===== config.mk =====
export PLATFORM = sky130hd
export DESIGN_NAME = button_debounce_event
export DESIGN_NICKNAME = d
export VERILOG_FILES = /design/src/rtl/bde_pkg.sv /design/src/rtl/bde_eval.sv /design/src/rtl/button_debounce_event.sv
export SDC_FILE = /design/constraint.sdc
export NUM_CORES = 2
export LEC_CHECK = 0
export BUFFER_PORTS_ARGS = -buffer_cell sky130_fd_sc_hd__buf_2
export CAP_MARGIN = 20
export CELL_PAD_IN_SITES_DETAIL_PLACEMENT = 1
export CELL_PAD_IN_SITES_GLOBAL_PLACEMENT = 1
export CORE_MARGIN = 1.5
export CORE_UTILIZATION = 39
export CTS_CLUSTER_DIAMETER = 30
export DETAILED_ROUTE_END_ITERATION = 16
export GPL_ROUTABILITY_DRIVEN = 0
export MAX_ROUTING_LAYER = met4
export PLACE_DENSITY_LB_ADDON = 0.1
export REMOVE_ABC_BUFFERS = 1
export SLEW_MARGIN = 20
export SYNTH_ARGS = -nofsm -noshare
export SYNTH_HDL_FRONTEND = slang
export SYNTH_SLANG_ARGS = --single-unit

===== constraint.sdc =====
create_clock -name clk -period 26.8 [get_ports clk]
set_input_delay 5.36 -clock clk [delete_from_list [all_inputs] [get_ports clk]]
set_output_delay 5.36 -clock clk [all_outputs]
set_load 0.1 [all_outputs]

===== src/rtl/bde_pkg.sv =====
// ----------------------------------------------------------------------------
// bde_pkg
// Types and constants shared by the button debounce event block.
// ----------------------------------------------------------------------------
package bde_pkg;

  localparam int BTN_W     = 4;
  localparam int TIME_W    = 32;
  localparam int CFG_W     = 16;
  localparam int CFG_IDX_W = 2;

  localparam logic [CFG_W-1:0] DELAY_RESET = 16'd50;

  localparam logic [CFG_IDX_W-1:0] REG_DEBOUNCE     = 2'd0;
  localparam logic [CFG_IDX_W-1:0] REG_REPEAT_GUARD = 2'd1;

  // one raw pin sample
  typedef struct packed {
    logic [TIME_W-1:0] time_ms;
    logic              pin_level;
    logic [BTN_W-1:0]  button_index;
  } sample_t;

  // decision for one sample
  typedef struct packed {
    logic             valid;
    logic [BTN_W-1:0] button;
    logic             pressed;
  } result_t;

endpackage


===== src/rtl/bde_eval.sv =====
// ----------------------------------------------------------------------------
// bde_eval
// Per-button state table and the press / release decision for one sample.
// ----------------------------------------------------------------------------
module bde_eval
  import bde_pkg::*;
#(
  parameter int NUM_BUTTONS = 11
) (
  input  logic             clk,
  input  logic             rst_n,
  input  logic             fire_i,
  input  sample_t          smp_i,
  input  logic [CFG_W-1:0] debounce_i,
  input  logic [CFG_W-1:0] guard_i,
  output result_t          res_o
);

  localparam int IDX_W = (NUM_BUTTONS > 1) ? $clog2(NUM_BUTTONS) : 1;
  localparam logic [6:0] NB = 7'(NUM_BUTTONS);

  logic [NUM_BUTTONS-1:0] acc_r;
  logic [NUM_BUTTONS-1:0] raw_r;
  logic [TIME_W-1:0]      change_r [NUM_BUTTONS];
  logic [TIME_W-1:0]      press_r  [NUM_BUTTONS];

  logic [IDX_W-1:0]  idx;
  logic              in_range;
  logic              acc_cur;
  logic              raw_cur;
  logic [TIME_W-1:0] diff_press;
  logic [TIME_W-1:0] diff_chg;
  logic              press_ok;
  logic              chg_ok;
  logic              do_press;
  logic              do_rel;
  logic              raw_chg;

  assign idx      = IDX_W'(smp_i.button_index);
  assign in_range = {3'b000, smp_i.button_index} < NB;
  assign acc_cur  = acc_r[idx];
  assign raw_cur  = raw_r[idx];

  // wrapped differences, read as signed: negative never passes
  assign diff_press = smp_i.time_ms - press_r[idx];
  assign diff_chg   = smp_i.time_ms - change_r[idx];
  assign press_ok   = !diff_press[TIME_W-1] && (diff_press > {16'h0000, guard_i});
  assign chg_ok     = !diff_chg[TIME_W-1] && (diff_chg > {16'h0000, debounce_i});

  assign do_press = in_range && !smp_i.pin_level && acc_cur && press_ok;
  assign do_rel   = in_range && smp_i.pin_level && !acc_cur && chg_ok;
  assign raw_chg  = in_range && (smp_i.pin_level != raw_cur);

  always_comb begin
    res_o.valid   = do_press || do_rel;
    res_o.button  = smp_i.button_index;
    res_o.pressed = do_press;
  end

  always_ff @(posedge clk) begin
    if (!rst_n) begin
      acc_r <= '0;
      raw_r <= '0;
      for (int i = 0; i < NUM_BUTTONS; i++) begin
        change_r[i] <= '0;
        press_r[i]  <= '0;
      end
    end else if (fire_i) begin
      if (do_press) begin
        press_r[idx] <= smp_i.time_ms;
        acc_r[idx]   <= 1'b0;
      end
      if (do_rel) begin
        acc_r[idx] <= 1'b1;
      end
      if (raw_chg) begin
        raw_r[idx]    <= smp_i.pin_level;
        change_r[idx] <= smp_i.time_ms;
      end
    end
  end

`ifndef SYNTHESIS
  // accepted level only moves on a processed sample
  a_acc_hold: assert property (@(posedge clk) disable iff (!rst_n)
    !fire_i |=> $stable(acc_r))
    else $error("accepted level changed without a sample");

  // an event leaves the accepted level opposite to its kind
  a_acc_follow: assert property (@(posedge clk) disable iff (!rst_n)
    fire_i && res_o.valid |=> acc_r[$past(idx)] == !$past(res_o.pressed))
    else $error("accepted level does not match event");

  // a raw change stamps the change time
  a_chg_stamp: assert property (@(posedge clk) disable iff (!rst_n)
    fire_i && raw_chg |=> change_r[$past(idx)] == $past(smp_i.time_ms))
    else $error("change time not updated on raw change");
`endif

endmodule


===== src/rtl/button_debounce_event.sv =====
// ----------------------------------------------------------------------------
// button_debounce_event
// Debouncer for a bank of active-low push buttons, giving press and release
// events from timestamped raw samples.
// ----------------------------------------------------------------------------
// Usage:
//   in_*  : one raw sample per word (button, pin level, ms timestamp).
//   out_* : one event word per accepted level change; tuser = 1 for a press,
//           0 for a release. Samples that change nothing give no word.
//   cfg_* : debounce and repeat guard times, written while the block is idle.
// Path: a sample is held in the input register, decided, and its event word
//   is written to the output register that drives out_tvalid. Throughput: one
//   sample per cycle while out_tready keeps up, set by the single input register
//   -> decision -> output register pass; the button state is updated in the
//   same cycle, so samples of one button may follow directly.
// Reset: all per-button state clears to zero (accepted level reads pressed),
//   both times return to 50 ms, both pipeline registers empty.
// Stall: while out_tready is low with an event waiting, one more sample is
//   held in the input register; in_tready drops after that.
// ----------------------------------------------------------------------------
module button_debounce_event
  import bde_pkg::*;
#(
  parameter int NUM_BUTTONS = 11
) (
  input  logic                 clk,
  input  logic                 rst_n,
  input  logic                 in_tvalid,
  output logic                 in_tready,
  input  logic [39:0]          in_tdata,   // button_index[3:0], pin_level, time_ms[31:0]
  output logic                 out_tvalid,
  input  logic                 out_tready,
  output logic [7:0]           out_tdata,  // event_button[3:0]
  output logic                 out_tuser,  // event_pressed
  input  logic                 cfg_we,
  input  logic [CFG_IDX_W-1:0] cfg_index,
  input  logic [CFG_W-1:0]     cfg_wdata
);

  logic             in_valid_r;
  sample_t          in_smp_r;
  logic             out_valid_r;
  logic [BTN_W-1:0] out_button_r;
  logic             out_pressed_r;
  logic [CFG_W-1:0] debounce_r;
  logic [CFG_W-1:0] guard_r;
  logic             advance;
  result_t          res;

  assign advance   = in_valid_r && (!out_valid_r || out_tready);
  assign in_tready = !in_valid_r || advance;

  always_ff @(posedge clk) begin
    if (!rst_n) begin
      debounce_r <= DELAY_RESET;
      guard_r    <= DELAY_RESET;
    end else if (cfg_we) begin
      case (cfg_index)
        REG_DEBOUNCE:     debounce_r <= cfg_wdata;
        REG_REPEAT_GUARD: guard_r    <= cfg_wdata;
        default: ;
      endcase
    end
  end

  always_ff @(posedge clk) begin
    if (!rst_n) begin
      in_valid_r <= 1'b0;
    end else if (in_tvalid && in_tready) begin
      in_valid_r <= 1'b1;
    end else if (advance) begin
      in_valid_r <= 1'b0;
    end
  end

  always_ff @(posedge clk) begin
    if (in_tvalid && in_tready) begin
      in_smp_r <= sample_t'(in_tdata[36:0]);
    end
  end

  bde_eval #(
    .NUM_BUTTONS (NUM_BUTTONS)
  ) u_eval (
    .clk        (clk),
    .rst_n      (rst_n),
    .fire_i     (advance),
    .smp_i      (in_smp_r),
    .debounce_i (debounce_r),
    .guard_i    (guard_r),
    .res_o      (res)
  );

  always_ff @(posedge clk) begin
    if (!rst_n) begin
      out_valid_r <= 1'b0;
    end else if (advance) begin
      out_valid_r <= res.valid;
    end else if (out_tready) begin
      out_valid_r <= 1'b0;
    end
  end

  always_ff @(posedge clk) begin
    if (advance && res.valid) begin
      out_button_r  <= res.button;
      out_pressed_r <= res.pressed;
    end
  end

  assign out_tvalid = out_valid_r;
  assign out_tdata  = {4'h0, out_button_r};
  assign out_tuser  = out_pressed_r;

endmodule


# Word level (Yosys, flattened, before mapping)
# Memories as Yosys holds them, arrays and structs flattened. A register that Yosys moved wholly into a read port is not among the register bits.
# Index checks and enable logic that the tools add are counted.
[word_totals] regBits=98 ram_bits=704 inputBits=63 out_inout_bits=11 wordCells=87 n_memories=2
[mem_list] memory="u_eval.change_r" words=11 width=32 rd=1 rd_clocked_by_memory_dff=1 wr=11 line="bde_eval.sv:24" source="logic [TIME_W-1:0] change_r [NUM_BUTTONS];"
[mem_list] memory="u_eval.press_r" words=11 width=32 rd=1 rd_clocked_by_memory_dff=1 wr=11 line="bde_eval.sv:25" source="logic [TIME_W-1:0] press_r [NUM_BUTTONS];"
[classes] addsub=2 magnitude_cmp=5 eq_ne=2 muxes=32 bitwise=3 reduce_logical=30
[op_table] operator="> comparator 32 x 16 -> 1 bit" count=2
[op_table] operator="two-way mux 32 bit" count=2
[op_table] operator="OR reduction 32 bit" count=2
[op_table] operator="subtractor 32 bit" count=2
[op_table] operator="two-way mux 11 bit" count=4
[op_table] operator="two-way mux 1 bit" count=18
[op_table] operator="two-way mux 4 bit" count=4
[op_table] operator="logical AND 1 bit" count=13
[op_table] operator="AND 11 bit" count=1
[op_table] operator="bitwise mux 11 bit" count=1
[op_table] operator="NOT 11 bit" count=1
[op_table] operator="bitwise OR 11 bit" count=1
[op_table] operator="binary-select mux 1 bit (select 4 bit)" count=2
[op_table] operator="zero test 1 bit" count=6
[op_table] operator="AND reduction 2 bit" count=3
[op_table] operator="< comparator 4 x 5 -> 1 bit, second input constant" count=1
[op_table] operator="demux 1 bit (select 4 bit)" count=1
[op_table] operator=">= comparator 4 x 1 -> 1 bit, second input constant" count=1
[op_table] operator="< comparator 4 bit, second input constant" count=1
[op_table] operator="nonzero test 2 bit" count=2
[op_table] operator="logical OR 1 bit" count=3
[op_table] operator="== test 2 x 1 -> 1 bit, second input constant" count=1
[op_table] operator="zero test 2 bit" count=1
[op_table] operator="inequality test 1 bit" count=1

# Logic depth before layout (Yosys ltp)
[logic_depth] word_depth=11 mapped_depth=29 mapped_depth_nobuf=23

# By module
# Synthesis repeated with hierarchy kept, for this count alone.
[unflattened] cells_unflattened=3511 area_unflattened_um2=51722.1
[modules_own_cells] mod="bde_eval" instances=1 cells_per_inst=3329 area_each_um2=49083.3
[modules_own_cells] mod="button_debounce_event" instances=1 cells_per_inst=182 area_each_um2=2638.8

# Least setup slack after synthesis
# OpenSTA, ideal clock, no wires.
[synth_timing] path_type="input to output" start="in out_tready" end="out in_tready" arrival_ps=6187 setup_slack_ps=15253 cell_stages=1 n_path_buf=0 path_cell_list="nand3b_1"
[synth_via] elab_chain_len=3
[synth_lines] item="start: declaration" line="button_debounce_event.sv:32" source="input logic out_tready,"
[synth_lines] item="logical OR 1 bit" line="button_debounce_event.sv:50" source="assign advance = in_valid_r && (!out_valid_r || out_tready);"
[synth_lines] item="logical AND 1 bit" line="button_debounce_event.sv:50"
[synth_lines] item="logical OR 1 bit" line="button_debounce_event.sv:51" source="assign in_tready = !in_valid_r || advance;"
[synth_lines] item="end: declaration" line="button_debounce_event.sv:29" source="output logic in_tready,"
# Every way passes these cells.

# Worst setup path in the final report
# Same ends and word-level chain as after synthesis.

==> results by group <==
Clock tree
  – Number of gates resized after CTS: 0
  – CTS tree: built
  – Deepest clock path buffer count: 4
  – H-tree levels: 5
  – Post-CTS setup buffers: 0
  – CTS clk-pin slew, worst paths: roughly 0.04 ns
  – CTS sink cnt: approximately 1100
  – Cts hold-fix bufs: 0
  – TritonCTS buffer count: roughly 310
  – Clk Latency, worst-skew pair: approximately 0.90 ns
  – Root Driver: clkbuf_16

Floorplan
  – Core Box Area: approximately 130000 sq um
  – Die Y: roughly 370 um
  – Initial Util: between 30% and 40%
  – Core Rows: 133
  – Total die area: 134000 sq um
  – I/O pin cnt: 74
  – Die Wd: 366 um

GRT
  – Vias in the first global route: 35600
  – Pin count of the biggest net entering global routing: approximately 120
  – Grt ovf: 0
  – Initial antenna violation count: 11
  – First-pass GRT wire length: between 200 and 250 mm
  – GR Util All Layers: 24.3%

Synth
  – Flops & latches, synth: between 1000 and 1500
  – Top post-synthesis cells by area: edfxtp_1 59%, mux4_2 14%, dfxtp_1 4.8%
  – Top_reg_cell synth: edfxtp_1
  – Synth Area in XOR/XNOR: less than 1%
  – EDFF count, synth: between 1000 and 1500
  – Mapped Cells: between 3000 and 4000
  – Multiplexer share of the synthesized area: between 10% and 20%
  – Distinct cells, synth: 75
  – Top cell type's share of synthesized area: 58.5%
  – Syn Area/Cell: 14.4 sq um
  – Post-synthesis adder-cell area fraction: around 2.4%
  – Biggest area consumer among synthesized cells: edfxtp_1
  – Yosys Warn Count: 0
  – Mapped Area: around 51000 sq um
  – FFs w/ async S/R, synth: 0%
  – Main combinational cell family by area after synthesis: multiplexers
  – Synth Area in Simple Gates: a little over a tenth
  – Post-synthesis sequential area ratio: a little under two thirds
  – Compound-Gate Fraction of Synth Area: 4.52%

Final layout
  – P&R area growth vs syn: 26.8%
  – Area of the multi-input gates: 18700 sq um
  – Fill cells: about 13000
  – Ratio of cells with drive above 1 in the final layout: roughly 23%
  – Fin util: between 40% and 50%
  – Nets: ~4300
  – Register Area: 32600 sq um

Routing
  – Vias: between 30000 and 40000
  – Routed len/inst: 25.9 um
  – Initial DRC Count: around 2600
  – DRC viols: 0
  – Post-DRT Antenna Nets: 0
  – WL final: ~160 mm
  – Drt pass-1 iters: 5
  – DR vias/cell: between 5 and 6

STA
  – Setup violators final: 0
  – Slew Viols, Final: 0
  – Worst Clk Skew: approximately 0.075 ns
  – Setup TNS: 0 ns
  – Final Hold Vio Count: 0
  – Period utilization: 42.5%
  – Worst slew pin tran: just over 1 ns
  – Relative slew margins: between 30% and 40%
  – RSZ-0062 raised after global routing: no
  – Highest Clock Rate: 87.9 MHz
  – Min cycle time layout: ~11 ns

Setup path
  – Slowest stage delay, CP: roughly 0.45 ns
  – CP top delay family: buffers and inverters
  – Startpoint types: primary input
  – Critical Path AT: about 6.0 ns
  – Worst Path Required: ~21 ns
  – CP most frequent cell: buf_2
  – Critical path endpoint category: output port
  – Worst setup path startpoint: out_tready
  – Worst Path Buf+Inv: 2
  – Worst path slowest cell: buf_2
  – Worst path cell trace: buf_2 > nand3b_1 > buf_2
  – Crit-path max FO: 3
  – Setup CP Type: primary input to output port

Place
  – Input/output buffers: 66
  – Hpwl dp: 87.9 mm

Min path
  – Hold Crit Class: flop to flop
  – Hold wc startpoint: u_eval.press_r[10][15]

Flow run
  – Max-cap viol count: 0

Outcome
  – Outcome: complete, no violations

Power and ir drop
  – Worst vdd ir: between 0.00006 and 0.00007 V
  – PwrDens: ~94 nW/um^2
  – Leak Pwr: 25.5 nW
-- worst register-to-register path, delay by kind of cell (launching register included) --
family                   cells  cell delay, ns
AO/OA/AOI/OAI                7            1.59
XOR/XNOR                     1            0.11
adder cells (fa/ha/maj)      2            0.58
buffers and inverters        6            3.17
flip-flops                   1            0.74
multiplexers                 2            1.19
AND/OR/NAND/NOR              8            1.71
-- flip-flops by register name, indices dropped and copies added, names as in the netlist, named ones only --
register / cells
out_tuser: 1
u_eval.press_r: 512
u_eval.raw_r: 11
guard_r: 16
out_button_r: 4
u_eval.change_r: 512
debounce_r: 16
in_valid_r: 1
in_smp_r: 37
u_eval.acc_r: 3
out_tvalid: 1
-- cells in the mapped netlist (all sizes together), types with 6 or more instances --
cell type / n
edfxtp: 1002
mux4: 324
and3: 323
nand2: 318
nor2: 309
clkbuf: 222
inv: 153
a21oi: 146
dfxtp: 124
ha: 96
o21ai: 83
buf: 57
mux2i: 40
and2: 35
nor3: 30
nand4: 26
xnor2: 23
a21o: 21
o211ai: 19
xor2: 19
nand3: 17
a31oi: 15
nand2b: 15
a211oi: 12
nor4: 11
o21a: 10
or3: 9
nor2b: 8
o22ai: 8
o21bai: 7
o311ai: 6
-- per-stage QoR --
step / hold WS [ns] / worst slack [ns] / area [sq um] / power (mW) / cells
2_1_floorplan: 0.432 / 6.02 / 51500 / 2.44 / 3611
3_3_place_gp: 0.441 / 15.43 / 55200 / 2.59 / 5534
3_5_place_dp: 0.447 / 15.41 / 55200 / 2.60 / 5534
4_1_cts: 0.453 / 15.41 / 65200 / 6.16 / 6070
5_1_grt: 0.467 / 15.39 / 65200 / 6.29 / 6070
6_report: 0.453 / 15.42 / 65200 / 6.10 / 6073
-- worst paths after layout --
check             slack (ns)  depth (start not counted)                     end
setup / recovery       15.42                          3               in_tready
hold / removal          0.45                          2  u_eval.press_r[10][15]
setup reg to reg       17.56                         26  u_eval.press_r[12][22]
hold reg to reg         0.45                          2  u_eval.press_r[10][15]
-- area by class of cell --
cell class | instances | area share (%)
antenna | 3 | 0.0115
clock buffer | 396 | 13.0
clock inverter | 140 | 2.36
inverter | 153 | 0.883
multi-input combinational | 2332 | 28.7
sequential | 1126 | 50.0
tap | 1755 | 3.37
timing repair buffer | 168 | 1.74
-- layer usage --
metal / GRT usage [%] / up-vias / share of wire (%)
li1: - / 14500 / -
met1: 31.4 / 17100 / 43
met2: 39.3 / 943 / 49
met3: 3.69 / 335 / 4.8
met4: 8.30 / 0 / 2.8
met5: - / - / 0
-- cell usage in the layout (no fill, tap or decap), types with 100 or more instances in the layout --
cell          n
a21oi_1     146
and3_1      323
buf_4       100
clkbuf_16   316
conb_1      324
dfxtp_1     120
edfxtp_1   1002
inv_1       151
mux4_2      324
nand2_1     309
nor2_1      304
-- kinds of logic after synthesis --
| kind of cell | count (synthesis) |
|---|---|
| compound gates | 376 |
| other cells | 1 |
| fa+ha+maj | 98 |
| mux | 369 |
| buf+inv | 432 |
| flops | 1126 |
| simple gates | 1123 |
| xor+xnor | 42 |
-- power by group --
| part | internal (mW) | switching, mW |
|---|---|---|
| registers | 1.97 | 0.0263 |
| clock network | 2.50 | 1.04 |
| logic | 0.218 | 0.348 |
No activity file was read; power rests on OpenSTA's default activity.
